[src/rtl/core/e2c_pkg.sv]
// Shared types, constants and calendar helpers for the epoch-to-calendar block.
// Used by e2c_ctrl, e2c_datapath and the top level; depends on nothing.
package e2c_pkg;

  localparam int unsigned IN_W       = 32;
  localparam int unsigned OUT_W      = 40;
  localparam logic [7:0]  YEAR_LIMIT = 8'd255;
  localparam logic [3:0]  MONTHS     = 4'd12;
  localparam logic [5:0]  MINUTE_SECS   = 6'd60;
  localparam logic [5:0]  MINS_PER_HOUR = 6'd60;
  localparam logic [5:0]  HOURS_PER_DAY = 6'd24;
  localparam logic [5:0]  DAYS_PER_WEEK = 6'd7;
  localparam logic [31:0] EPOCH_WDAY_BIAS = 32'd4;  // 1970-01-01 was a Thursday

  // Reciprocals for constant division: q = (n * RECIP) >> SHIFT, exact for n < 2^32
  localparam logic [31:0] RECIP_60 = 32'h8888_8889;
  localparam logic [31:0] RECIP_24 = 32'hAAAA_AAAB;
  localparam logic [31:0] RECIP_7  = 32'h9249_2493;  // exact for n < 2^29
  localparam logic [5:0]  SHIFT_60 = 6'd37;
  localparam logic [5:0]  SHIFT_24 = 6'd36;
  localparam logic [5:0]  SHIFT_7  = 6'd34;

  // Which division the shared divider is running
  typedef enum logic [1:0] {
    PH_SEC  = 2'd0,
    PH_MIN  = 2'd1,
    PH_HOUR = 2'd2,
    PH_WDAY = 2'd3
  } phase_t;

  // Controller to datapath
  typedef struct packed {
    logic   load;        // capture the request
    logic   div_step;    // multiply the dividend by the reciprocal
    logic   div_end;     // split the product into quotient and remainder
    phase_t phase;
    logic   year_step;   // subtract one year length
    logic   month_step;  // subtract one month length
    logic   push;        // move the result into the output register
  } cmd_t;

  // Datapath to controller
  typedef struct packed {
    logic year_done;
    logic month_done;
    logic out_full;
  } sts_t;

  function automatic logic [5:0] divisor_of(phase_t ph);
    logic [5:0] d;
    case (ph)
      PH_SEC:  d = MINUTE_SECS;
      PH_MIN:  d = MINS_PER_HOUR;
      PH_HOUR: d = HOURS_PER_DAY;
      PH_WDAY: d = DAYS_PER_WEEK;
      default: d = DAYS_PER_WEEK;
    endcase
    return d;
  endfunction

  function automatic logic [31:0] recip_of(phase_t ph);
    logic [31:0] m;
    case (ph)
      PH_SEC:  m = RECIP_60;
      PH_MIN:  m = RECIP_60;
      PH_HOUR: m = RECIP_24;
      PH_WDAY: m = RECIP_7;
      default: m = RECIP_7;
    endcase
    return m;
  endfunction

  function automatic logic [5:0] shift_of(phase_t ph);
    logic [5:0] s;
    case (ph)
      PH_SEC:  s = SHIFT_60;
      PH_MIN:  s = SHIFT_60;
      PH_HOUR: s = SHIFT_24;
      PH_WDAY: s = SHIFT_7;
      default: s = SHIFT_7;
    endcase
    return s;
  endfunction

  // Gregorian rule on 1970 + offset: offset 30 (2000) is leap,
  // offsets 130 (2100) and 230 (2200) are century years that are not.
  function automatic logic is_leap(logic [7:0] off);
    return (off[1:0] == 2'd2) && (off != 8'd130) && (off != 8'd230);
  endfunction

  function automatic logic [8:0] year_len(logic [7:0] off);
    return is_leap(off) ? 9'd366 : 9'd365;
  endfunction

  function automatic logic [4:0] month_len(logic [3:0] month, logic leap);
    logic [4:0] len;
    case (month)
      4'd1:    len = leap ? 5'd29 : 5'd28;
      4'd3:    len = 5'd30;
      4'd5:    len = 5'd30;
      4'd8:    len = 5'd30;
      4'd10:   len = 5'd30;
      default: len = 5'd31;
    endcase
    return len;
  endfunction

endpackage

[src/rtl/core/epoch_to_calendar_unit.sv]
// Epoch seconds to calendar date: top level joining e2c_ctrl and e2c_datapath.
// Steps: accept, four divisions (multiply, then split into quotient and remainder),
// the year loop, the month loop and the output push.
// One request at a time; the year loop sets the throughput, plus any wait for a full output.
// A finished result waits in the output register while the next request runs.
// Reset (rst_n low, synchronous) returns the controller to idle, drops out_tvalid.
module epoch_to_calendar_unit
  import e2c_pkg::*;
(
  input  logic             clk,
  input  logic             rst_n,
  input  logic             in_tvalid,
  output logic             in_tready,
  input  logic [IN_W-1:0]  in_tdata,   // [31:0] epoch_seconds
  output logic             out_tvalid,
  input  logic             out_tready,
  output logic [OUT_W-1:0] out_tdata   // [5:0] second_of_minute, [11:6] minute_of_hour,
                                       // [16:12] hour_of_day, [19:17] weekday,
                                       // [27:20] year_offset, [31:28] month_number,
                                       // [36:32] day_of_month, [39:37] zero
);

  cmd_t cmd;
  sts_t sts;

  e2c_ctrl u_ctrl (
    .clk       (clk),
    .rst_n     (rst_n),
    .in_tvalid (in_tvalid),
    .in_tready (in_tready),
    .cmd       (cmd),
    .sts       (sts)
  );

  e2c_datapath u_dp (
    .clk        (clk),
    .rst_n      (rst_n),
    .cmd        (cmd),
    .sts        (sts),
    .in_data    (in_tdata),
    .out_tvalid (out_tvalid),
    .out_tready (out_tready),
    .out_tdata  (out_tdata)
  );

endmodule

[src/rtl/core/e2c_ctrl.sv]
// Sequencing state machine for the epoch-to-calendar block.
// Depends on e2c_pkg; drives e2c_datapath through cmd_t and reads sts_t.
module e2c_ctrl
  import e2c_pkg::*;
(
  input  logic clk,
  input  logic rst_n,
  input  logic in_tvalid,
  output logic in_tready,
  output cmd_t cmd,
  input  sts_t sts
);

  typedef enum logic [5:0] {
    ST_IDLE  = 6'b000001,
    ST_DIV   = 6'b000010,
    ST_DEND  = 6'b000100,
    ST_YEAR  = 6'b001000,
    ST_MONTH = 6'b010000,
    ST_PUSH  = 6'b100000
  } state_t;

  state_t     state_r, state_nxt;
  phase_t     phase_r, phase_nxt;

  assign in_tready = (state_r == ST_IDLE);

  // Next state and commands
  always_comb begin
    state_nxt = state_r;
    phase_nxt = phase_r;
    cmd       = '0;
    cmd.phase = phase_r;
    case (state_r)
      ST_IDLE: begin
        if (in_tvalid) begin
          cmd.load  = 1'b1;
          phase_nxt = PH_SEC;
          state_nxt = ST_DIV;
        end
      end
      ST_DIV: begin
        cmd.div_step = 1'b1;
        state_nxt    = ST_DEND;
      end
      ST_DEND: begin
        cmd.div_end = 1'b1;
        if (phase_r == PH_WDAY) begin
          state_nxt = ST_YEAR;
        end else begin
          phase_nxt = phase_t'(phase_r + 2'd1);
          state_nxt = ST_DIV;
        end
      end
      ST_YEAR: begin
        if (sts.year_done) state_nxt = ST_MONTH;
        else cmd.year_step = 1'b1;
      end
      ST_MONTH: begin
        if (sts.month_done) state_nxt = ST_PUSH;
        else cmd.month_step = 1'b1;
      end
      ST_PUSH: begin
        if (!sts.out_full) begin
          cmd.push  = 1'b1;
          state_nxt = ST_IDLE;
        end
      end
      default: state_nxt = ST_IDLE;
    endcase
  end

  always_ff @(posedge clk) begin
    if (!rst_n) begin
      state_r <= ST_IDLE;
      phase_r <= PH_SEC;
    end else begin
      state_r <= state_nxt;
      phase_r <= phase_nxt;
    end
  end

endmodule

[src/rtl/core/e2c_datapath.sv]
// Datapath: shared reciprocal-multiply constant divider, year and month subtraction,
// and the output register. Depends on e2c_pkg; commanded by e2c_ctrl.
module e2c_datapath
  import e2c_pkg::*;
(
  input  logic              clk,
  input  logic              rst_n,
  input  cmd_t              cmd,
  output sts_t              sts,
  input  logic [IN_W-1:0]   in_data,
  output logic              out_tvalid,
  input  logic              out_tready,
  output logic [OUT_W-1:0]  out_tdata
);

  logic [31:0]      num_r;
  logic [63:0]      prod_r;
  logic [5:0]       sec_r, min_r;
  logic [4:0]       hour_r;
  logic [2:0]       wday_r;
  logic [15:0]      days_r;
  logic [7:0]       year_r;
  logic [3:0]       month_r;
  logic [OUT_W-1:0] out_data_r;
  logic             out_valid_r, out_valid_nxt;

  // Quotient from the registered product, remainder by multiply-back
  logic [5:0]  divisor;
  logic [31:0] recip;
  logic [5:0]  shamt;
  logic [63:0] prod_sh;
  logic [31:0] quot;
  logic [31:0] rem_full;

  always_comb begin
    divisor  = divisor_of(cmd.phase);
    recip    = recip_of(cmd.phase);
    shamt    = shift_of(cmd.phase);
    prod_sh  = prod_r >> shamt;
    quot     = prod_sh[31:0];
    rem_full = num_r - quot * {26'd0, divisor};
  end

  // Year and month lengths for the current position
  logic [8:0] ylen;
  logic [4:0] mlen;

  always_comb begin
    ylen = year_len(year_r);
    mlen = month_len(month_r, is_leap(year_r));
    sts.year_done  = (year_r == YEAR_LIMIT) || (days_r < {7'd0, ylen});
    sts.month_done = (month_r == MONTHS) || (days_r < {11'd0, mlen});
    sts.out_full   = out_valid_r;
  end

  // Working registers
  always_ff @(posedge clk) begin
    if (cmd.load) begin
      num_r <= in_data;
    end else if (cmd.div_step) begin
      prod_r <= {32'd0, num_r} * {32'd0, recip};
    end else if (cmd.div_end) begin
      case (cmd.phase)
        PH_SEC: begin
          sec_r <= rem_full[5:0];
          num_r <= quot;
        end
        PH_MIN: begin
          min_r <= rem_full[5:0];
          num_r <= quot;
        end
        PH_HOUR: begin
          hour_r <= rem_full[4:0];
          days_r <= quot[15:0];
          num_r  <= quot + EPOCH_WDAY_BIAS;
        end
        PH_WDAY: begin
          wday_r  <= rem_full[2:0] + 3'd1;
          year_r  <= '0;
          month_r <= '0;
        end
        default: num_r <= quot;
      endcase
    end else if (cmd.year_step) begin
      days_r <= days_r - {7'd0, ylen};
      year_r <= year_r + 8'd1;
    end else if (cmd.month_step) begin
      days_r  <= days_r - {11'd0, mlen};
      month_r <= month_r + 4'd1;
    end
  end

  // Output register; fields low to high: second, minute, hour, weekday,
  // year offset, month, day of month, zero fill
  always_ff @(posedge clk) begin
    if (cmd.push) begin
      out_data_r <= {3'd0, days_r[4:0] + 5'd1, month_r + 4'd1, year_r,
                     wday_r, hour_r, min_r, sec_r};
    end
  end

  always_comb begin
    out_valid_nxt = out_valid_r;
    if (cmd.push) out_valid_nxt = 1'b1;
    else if (out_tready) out_valid_nxt = 1'b0;
  end

  always_ff @(posedge clk) begin
    if (!rst_n) out_valid_r <= 1'b0;
    else out_valid_r <= out_valid_nxt;
  end

  assign out_tvalid = out_valid_r;
  assign out_tdata  = out_data_r;

endmodule

[config.mk]
export PLATFORM = sky130hd
export DESIGN_NAME = epoch_to_calendar_unit
export DESIGN_NICKNAME = d
export VERILOG_FILES = /design/src/rtl/core/e2c_pkg.sv /design/src/rtl/core/epoch_to_calendar_unit.sv /design/src/rtl/core/e2c_ctrl.sv /design/src/rtl/core/e2c_datapath.sv
export SDC_FILE = /design/constraint.sdc
export NUM_CORES = 2
export LEC_CHECK = 0
export ABC_CLOCK_PERIOD_IN_PS = 10500
export CAP_MARGIN = 20
export CORE_UTILIZATION = 55
export CTS_BUF_LIST = sky130_fd_sc_hd__clkbuf_8
export DETAILED_ROUTE_END_ITERATION = 16
export DONT_BUFFER_PORTS = 1
export PLACE_DENSITY = 0.7
export SLEW_MARGIN = 20
export SYNTH_ARGS = -nofsm -noshare
export SYNTH_HDL_FRONTEND = slang
export SYNTH_SLANG_ARGS = --single-unit
[constraint.sdc]
create_clock -name clk -period 10.5 [get_ports clk]
set_input_delay 1.05 -clock clk [delete_from_list [all_inputs] [get_ports clk]]
set_output_delay 1.05 -clock clk [all_outputs]
set_load 0.05 [all_outputs]
==> impl_metrics.py <==
metrics = {
    "place": {
        "io_buffer_count": 0,
        "gp_congestion": 1.04,
        "dp_hpwl_um": 76700,
        "place_inst": 3645,
    },
    "min_path": {
        "min_path_cells": 0,
        "hold_end": "u_dp.out_tdata[13]",
        "hold_start": "u_dp.hour_r[1]",
        "hold_class": "flip-flop to flip-flop",
    },
    "floorplanning": {
        "die_y_um": 239,
        "io_pins": 78,
        "dieArea_um2": 57100,
        "rows": 86,
        "die_x_um": 239,
        "core_area_um2": 55300,
        "initial_core_util_pct": 55.8,
    },
    "synthesis": {
        "ys_seq_elements": 158,
        "synth_edf_count": 149,
        "muxShareOfSynthArea_pct": 3.57,
        "yosys.area_share.adder_pct": 50.0,
        "synth-compound-area-share_pct": 6.47,
        "synth_flop_cell": "edfxtp_1",
        "yosys_warnings": 0,
        "synth_area_um2": 30900,
        "yosysSeqAreaShare_pct": 15.1,
        "async_reset_ff_share_pct": 0,
        "synth_top_family_by_area": "adder cells",
        "synth_area_per_cell_um2": 10.4,
        "netlist_instances": 2962,
        "synth_top_cell_by_area": "fa_1",
        "synth_top_area_share_pct": 34.4,
        "synthXorXnorAreaFrac_pct": 6.24,
        "synth_cell_types": 87,
        "synth.area.top_cells": "fa_1, ha_1, edfxtp_1, inv_1, xnor2_1",
        "synth_simple_gate_area_share_pct": 9.24,
    },
    "clock_network": {
        "cts_buffers": 17,
        "cts.sinks": 158,
        "cts-resized-gates": 0,
        "cts_setup_buffers": 0,
        "clockRootBuffer": "clkbuf_8",
        "cts.clk_slew.worst_paths_ns": 0.10,
        "cts_tree": "yes",
        "clock_path_buffers": 2,
        "clock_latency_ns": 0.48,
        "cts_hold_buf": 0,
        "cts_max_level": 4,
    },
    "timing": {
        "fin_crit_sh_pct": 84.0,
        "hold_ws_ns": 0.427,
        "slew_viol_final": 0,
        "tightest_slew_ns": 0.954,
        "rsz0062_at_grt": "false",
        "fin_crit_ns": 8.82,
        "setup_viol": 0,
        "slew_headroom_pct": 36.1,
        "skew_ns": 0.0137,
        "fmax_mhz": 113,
        "hold_violations": 0,
        "fin_setup_tns_ns": 0,
    },
    "setup_path": {
        "critPathSlowestCell": "buf_4",
        "worst_ep_required_time_ns": 10.73,
        "r2r_slack_ns": 1.68,
        "crit_buf_inv": 5,
        "critPathLaunchType": "flip-flop",
        "critPathMostFrequentCell": "fa_1",
        "worst-setup-path-type": "flip-flop to flip-flop",
        "cpLargestDelayFamily": "adder cells",
        "cp-end-kind": "flip-flop",
        "reg2regPathDepth": 25,
        "crit_arrival_ns": 9.05,
        "max_stage_delay_ns": 0.62,
        "r2r-end": "u_dp.prod_r[60]",
        "rr_startpoint": "u_ctrl.phase_r[1]",
        "cp_max_fo": 48,
    },
    "finish": {
        "layout-drive-gt1-share_pct": 3.99,
        "fin_cells": 3678,
        "nets": 3865,
        "nFillCells": 4806,
        "antenna_cells": 0,
        "synthToLayoutAreaGrowth_pct": 3.57,
        "utilization_pct": 57.8,
        "multi_input_area_um2": 23400,
        "ff_latch_area_um2": 4650,
        "final_cell_mix": "inv_1, fa_1, ha_1",
        "layout_commonest_cell": "inv_1",
    },
    "detailed_routing": {
        "antenna_left": 0,
        "route.detailed.drc": 0,
        "dr.first_iter.drc_count": 1590,
        "vias_per_cell": 5.77,
        "vias": 21200,
        "wire_per_inst_um": 23.5,
        "detailedRoute.firstPassIterationCount": 7,
        "postRouteWirelength_um": 86500,
    },
    "global_routing": {
        "grt_pass1_vias": 22500,
        "gr-usage-all-layers_pct": 31.5,
        "overflow": 0,
        "grt_max_degree": 53,
        "grt_pass1_wl_um": 133000,
        "antenna_found_initial": 0,
    },
    "flow_run": {
        "max_cap_viol_count": 0,
    },
    "run_status": {
        "status": "complete, no violations",
    },
}
metal layers:
| layer | GRT usage, % | vias to the layer above | wire length, µm |
|---|---|---|---|
| met5 | 0 | - | 0 |
| met4 | 13.9 | 0 | 4360 |
| met2 | 52.7 | 800 | 42000 |
| met3 | 2.96 | 180 | 4850 |
| li1 | - | 9424 | - |
| met1 | 41.7 | 10800 | 35300 |
registers in the layout, summed over array words and instances (netlist names):
signal           flops
u_dp.out_tvalid      1
u_dp.num_r          32
u_dp.month_r         4
u_dp.wday_r          3
u_dp.sec_r           6
u_dp.hour_r          5
u_dp.days_r         16
u_dp.min_r           6
u_dp.out_tdata      37
u_dp.year_r          8
u_dp.prod_r         32
u_ctrl.phase_r       2
u_ctrl.state_r       6
per-stage QoR:
stage / cell area [µm²] / setup WS [ns]
2_1_floorplan: 30900 / 2.56
4_1_cts: 31900 / 1.68
5_1_grt: 32000 / 1.24
6_report: 32000 / 1.68
3_3_place_gp: 31500 / 1.83
3_5_place_dp: 31500 / 1.68
cell type report:
cell class / instances / area share [%]
multi-input combinational: 2066 / 73.1
sequential: 158 / 14.6
inverter: 655 / 7.69
tap: 748 / 2.93
clock buffer: 17 / 0.732
clock inverter: 15 / 0.540
timing repair buffer: 19 / 0.485
Yosys cell counts (all sizes together) (12+ instances only):
cell type	instances
o211ai	13
o21ai	51
o21bai	17
and2	57
mux4	26
clkbuf	63
or2	12
buf	22
and3	22
nand3	50
a41o	12
ha	381
nand3b	12
nand2	147
inv	655
nor3	32
nand2b	17
xnor2	131
a21oi	103
nor2	123
nand4	17
xor2	89
nor2b	28
mux2i	37
fa	531
edfxtp	149
a21o	40
kinds of logic (layout without fill, tap and decap cells):
group           Yosys count  count (layout)
simple gates            552             552
xor+xnor                220             220
mux                      70              70
fa+ha+maj               915             915
other cells               1               3
buf+inv                 740             706
flops                   158             158
compound gates          306             306
worst max path at each step:
stage,startpoint,endpoint,slack (ns),depth (start not counted)
final,u_ctrl.phase_r[1],u_dp.prod_r[60],1.68,25
after global routing,u_ctrl.phase_r[1],u_dp.prod_r[60],1.24,25
after CTS,u_ctrl.phase_r[0],u_dp.prod_r[60],1.68,25
after detailed placement,u_ctrl.phase_r[0],u_dp.prod_r[60],1.68,25
after global placement,u_ctrl.phase_r[0],u_dp.prod_r[62],1.83,25
after floorplan,u_ctrl.phase_r[0],u_dp.prod_r[43],2.56,31
worst reg2reg max path: stages (launching register included):
cell       delay, ns
dfxtp_1         0.36
buf_4           0.52
ha_4            0.61
buf_4           0.64
nand3_1         0.26
inv_1           0.20
ha_1            0.28
xnor2_1         0.16
fa_1            0.57
fa_1            0.47
fa_1            0.52
fa_1            0.43
fa_1            0.49
inv_1           0.05
fa_1            0.55
inv_1           0.06
ha_1            0.40
a21oi_1         0.23
o21ai_0         0.16
nor2_1          0.26
nand4bb_1       0.18
nand3_1         0.30
a21oi_1         0.18
o21a_1          0.26
o41ai_1         0.35
nor2_1          0.09
Power is left out: the tool's default activity adds up to more than one toggle a clock period on the data nets, which glitch-free logic cannot reach.
